File: config.mk
export PLATFORM = sky130hd
export DESIGN_NAME = cjrq_entry_match
export DESIGN_NICKNAME = d
export VERILOG_FILES = /design/src/rtl/cjrq_pkg.sv /design/src/rtl/cjrq_entry_match.sv
export SDC_FILE = /design/constraint.sdc
export NUM_CORES = 1
export LEC_CHECK = 0
export BUFFER_PORTS_ARGS = -buffer_cell sky130_fd_sc_hd__buf_2
export CAP_MARGIN = 20
export CORE_AREA = 3 3 103 105
export DETAILED_ROUTE_END_ITERATION = 10
export DIE_AREA = 0 0 106 108
export GPL_TIMING_DRIVEN = 0
export PLACE_DENSITY = 0.82
export SLEW_MARGIN = 10
export SYNTH_ARGS = -nofsm -noshare
export SYNTH_HDL_FRONTEND = slang
export SYNTH_SLANG_ARGS = --single-unit
File: constraint.sdc
create_clock -name vclk -period 2.1
set_input_delay 0.21 -clock vclk [all_inputs]
set_output_delay 0.21 -clock vclk [all_outputs]
set_load 0.01 [all_outputs]
File: src/rtl/cjrq_pkg.sv
`default_nettype none

package cjrq_pkg;

    localparam int REV_W   = 48;
    localparam int COORD_W = 16;
    localparam int POS_W   = 3 * COORD_W;
    localparam int BOUND_W = 18;

    localparam logic [REV_W-1:0] REV_MAX = {REV_W{1'b1}};

    // Item selector codes
    typedef enum logic [1:0] {
        MODE_RECORD = 2'd0,
        MODE_QUERY  = 2'd1,
        MODE_CLEAR  = 2'd2,
        MODE_NONE   = 2'd3
    } cjrq_mode_t;

    // Result codes
    typedef enum logic [2:0] {
        ANS_NO_CHANGES          = 3'd0,
        ANS_HISTORY_UNAVAILABLE = 3'd1,
        ANS_INTERSECTS          = 3'd2,
        ANS_DISJOINT            = 3'd3,
        ANS_DONE                = 3'd4
    } cjrq_answer_t;

    // Sequencer states
    typedef enum logic [1:0] {
        ST_IDLE,
        ST_RECORD,
        ST_CHECK,
        ST_SCAN
    } cjrq_state_t;

    // Padded query box, bounds kept at 18 bits so padding never wraps
    typedef struct packed {
        logic [BOUND_W-1:0] lo_x;
        logic [BOUND_W-1:0] lo_y;
        logic [BOUND_W-1:0] lo_z;
        logic [BOUND_W-1:0] hi_x;
        logic [BOUND_W-1:0] hi_y;
        logic [BOUND_W-1:0] hi_z;
    } cjrq_box_t;

    // Verdict of the entry compare unit
    typedef struct packed {
        logic older;
        logic in_box;
    } cjrq_match_t;

endpackage

`default_nettype wire

File: src/rtl/cjrq_entry_match.sv
`default_nettype none

module cjrq_entry_match (
    input  wire logic [cjrq_pkg::POS_W-1:0] entry_pos,
    input  wire logic [cjrq_pkg::REV_W-1:0] entry_rev,
    input  wire logic [cjrq_pkg::REV_W-1:0] since,
    input  wire cjrq_pkg::cjrq_box_t        box,
    output cjrq_pkg::cjrq_match_t           verdict
);

    logic signed [cjrq_pkg::BOUND_W-1:0] cx;
    logic signed [cjrq_pkg::BOUND_W-1:0] cy;
    logic signed [cjrq_pkg::BOUND_W-1:0] cz;
    logic in_x;
    logic in_y;
    logic in_z;

    // Sign-extend the stored cell coordinates to bound width
    assign cx = $signed({{2{entry_pos[15]}}, entry_pos[15:0]});
    assign cy = $signed({{2{entry_pos[31]}}, entry_pos[31:16]});
    assign cz = $signed({{2{entry_pos[47]}}, entry_pos[47:32]});

    // Test each axis against the padded box
    assign in_x = (cx >= $signed(box.lo_x)) && (cx <= $signed(box.hi_x));
    assign in_y = (cy >= $signed(box.lo_y)) && (cy <= $signed(box.hi_y));
    assign in_z = (cz >= $signed(box.lo_z)) && (cz <= $signed(box.hi_z));

    // Stop the scan at an entry no newer than the since-revision
    assign verdict.older  = (entry_rev <= since);
    assign verdict.in_box = in_x && in_y && in_z;

endmodule

`default_nettype wire
==> out/summary.log <==
[layout] total number of nets in the final design 1224
[drt] residual DRC count 0
[critical_path] largest driver fanout on the critical path 2
[floorplan] overall die area 11400 um^2
[timing] minimum clock period 2.54 ns
[critical_path] Critical Path Source Type primary input
[logic_synthesis] Net Count, Synth 962
[timing] worst-case hold slack 0.993 ns
[layout] area growth from synthesis to layout 46.9%
[critical_path] cell occurring most often along the worst timing path sky130_fd_sc_hd__nor4_4
[logic_synthesis] synthesized netlist cell count 554
[place] cell area reported after detailed placement 5480 um^2
[timing] setup repair after global routing missed its margin yes
[grt] first-pass GRT wire length 19000 um
[pwr] Leak Pwr 3.69 nW
[critical_path] Setup crit end kind output pin
[pwr] P_sw 0.489 mW
[place] number of port buffers 254
[grt] maximum number of pins on one net before global-route repair 7
[timing] Final Hold Fails 0
[grt] Remaining Overflow, GRT 0
[grt] initial antenna violation count 1
[pwr] Switching Fraction 47.8%
[hold_path] Hold Path Class primary input to output pin
[logic_synthesis] leading area contributor after synthesis sky130_fd_sc_hd__ha_1
[floorplan] initial core utilization 40.7%
[logic_synthesis] Yosys top cell area share 49.3%
[floorplan] Row Count 36
[grt] overall fraction of global-route tracks in use 19.6%
[critical_path] Crit path required time 1.89 ns
[clocking] count of hold-fix buffers inserted at cts 0
[pwr] design internal power 0.534 mW
[timing] worst relative slew slack 65.1%
[timing] Final WS setup -0.445 ns
[job] number of maximum-capacitance constraint violations 0
[drt] count of vias placed by the detailed router 4623
[pwr] Pwr per Cell Area 176 nW/um^2
[layout] num sequential 0
[logic_synthesis] post-synthesis instance area 3960 um^2
[drt] vias per cell 4.88
[drt] Iter 0 DRT Violations 124
[floorplan] I/O pin count 254
[layout] area occupied by registers 0 um^2
[logic_synthesis] most numerous cell in the Yosys netlist sky130_fd_sc_hd__inv_1
[logic_synthesis] Avg Cell Area, Syn 7.14 um^2
[layout] share of post-route cells with drive strength above 1 36.2%
[floorplan] chip height 108 um
[pwr] sequential share of power 0%
[timing] share of the clock period used by the worst path 121%
[place] HPWL Detailed 11200 um
[logic_synthesis] top post-synthesis cells by count sky130_fd_sc_hd__inv_1 (159), sky130_fd_sc_hd__ha_1 (156), sky130_fd_sc_hd__a21oi_1 (48)
[timing] transition time of the tightest slew-check pin 0.519 ns
[place] routability-driven placement congestion ratio 0.862
[drt] remaining antenna violation count after routing 0
[layout] final instance area 5810 um^2
[hold_path] Hold Crit Depth 6
[floorplan] core box area 9730 um^2
[critical_path] critical path class primary input to output pin
[critical_path] peak per-stage delay on the critical path 0.33 ns
[pwr] IR Drop Worst-Case VDD 99.5 uV
[logic_synthesis] count of yosys warnings during synthesis 0
[floorplan] horizontal die dimension 106 um
[drt] Avg WL per Cell 12.9 um
[logic_synthesis] post-synthesis sequential area ratio 0%
[logic_synthesis] Synth area leaders sky130_fd_sc_hd__ha_1 (49%), sky130_fd_sc_hd__inv_1 (15%), sky130_fd_sc_hd__a21oi_1 (6.1%)
[pwr] share of power burned in the clock network 0%
[layout] Ant. Diodes 0
[status] violated checks negative setup slack
[status] status finished, violations left
[drt] total iterations of the first detailed-routing run 4
[grt] via count of the first global-routing pass 4436
[logic_synthesis] Yosys cell types 36
[timing] fin. max-slew vios 0
[timing] final setup fails 1
[critical_path] slowest CP cell sky130_fd_sc_hd__nor4_4
[critical_path] CP Data Arrival Time 2.33 ns
[timing] Max Clock Freq 0.393 GHz
[critical_path] critical path cell sequence buf_4, ha_4, nand4_1, nor4_4, nor3b_4, a221oi_2, mux2_4, a211o_1, nor4_4, buf_2
[layout] fillers 924
[drt] post-detailed-routing wire length 12200 um
[layout] number of clock-tree buffers in the layout 0
[pwr] part of the power in combinational logic 100.0%
[layout] area of the multi-input gates 3600 um^2
final cells by class:
class | count | share of cell area (%)
inverter | 159 | 10.7
multi-input combinational | 395 | 61.9
timing repair buffer | 260 | 24.6
tap | 133 | 2.86
cells by family after synthesis:
kind of cell | share of synthesized area [%]
buf+inv | 15.1
fa+ha+maj | 49.3
compound gates | 20.3
simple gates | 15.0
mux | 0.285
per-stage QoR:
stage                     power (mW)  utilization (%)  instances  TNS [ns]  setup WS [ns]
after floorplan                0.543                -        554    -0.120         -0.120
after global placement         0.916             56.3        941    -0.733         -0.630
after detailed placement       0.942             56.3        941    -0.753         -0.634
after CTS                      0.976             57.6        945    -0.496         -0.496
after global routing            1.18             59.7        947    -0.594         -0.538
final                           1.02             59.7        947    -0.445         -0.445
worst max-delay path, delay by kind of cell:
kind                     cells  cell delay [ns]
adder cells (fa/ha/maj)      1             0.25
buffers and inverters        2             0.31
AO/OA/AOI/OAI                2             0.39
AND/OR/NAND/NOR              4             0.87
multiplexers                 1             0.30
placed cells by master, fill, tap and decap left out, drive strengths merged, types with 3 or more instances in the layout:
master	n
nand2b	3
nor2	13
a221o	3
a21o	29
a21oi	48
inv	159
o21ai	20
nand2	29
ha	156
nor2b	6
nor4	8
buf	260
o211ai	5
a211oi	5
nand4	29
nor3	3
a31oi	3
a221oi	3
nand3	11
power by group through the flow:
stage	Clock, mW	Sequential [mW]	Combinational (mW)
floorplan	0	0	0.543
global placement	0	0	0.916
detailed placement	0	0	0.942
CTS	0	0	0.976
global route	0	0	1.18
finish	0	0	1.02
what timing repair did:
action                     in CTS  in global routing
resized for setup              15                 40
pin swaps                       8                 14
buffers inserted                4                  2
setup endpoints to repair       2                  2
final timing paths:
check	startpoint	to	slack, ns
hold / removal	entry_rev[47]	verdict[1]	0.99
setup / recovery	entry_pos[38]	verdict[0]	-0.44
per-layer routing:
layer,share of wire [%],up-vias,global-route usage [%],wire length [um]
met5,0.16,-,0,20
met4,1.3,2,2.41,165
met3,6.8,16,2.81,832
met2,52,141,38.5,6330
met1,40,2007,23.1,4890
li1,-,2457,-,-
Note: power is estimated with default switching activity, not from simulation.
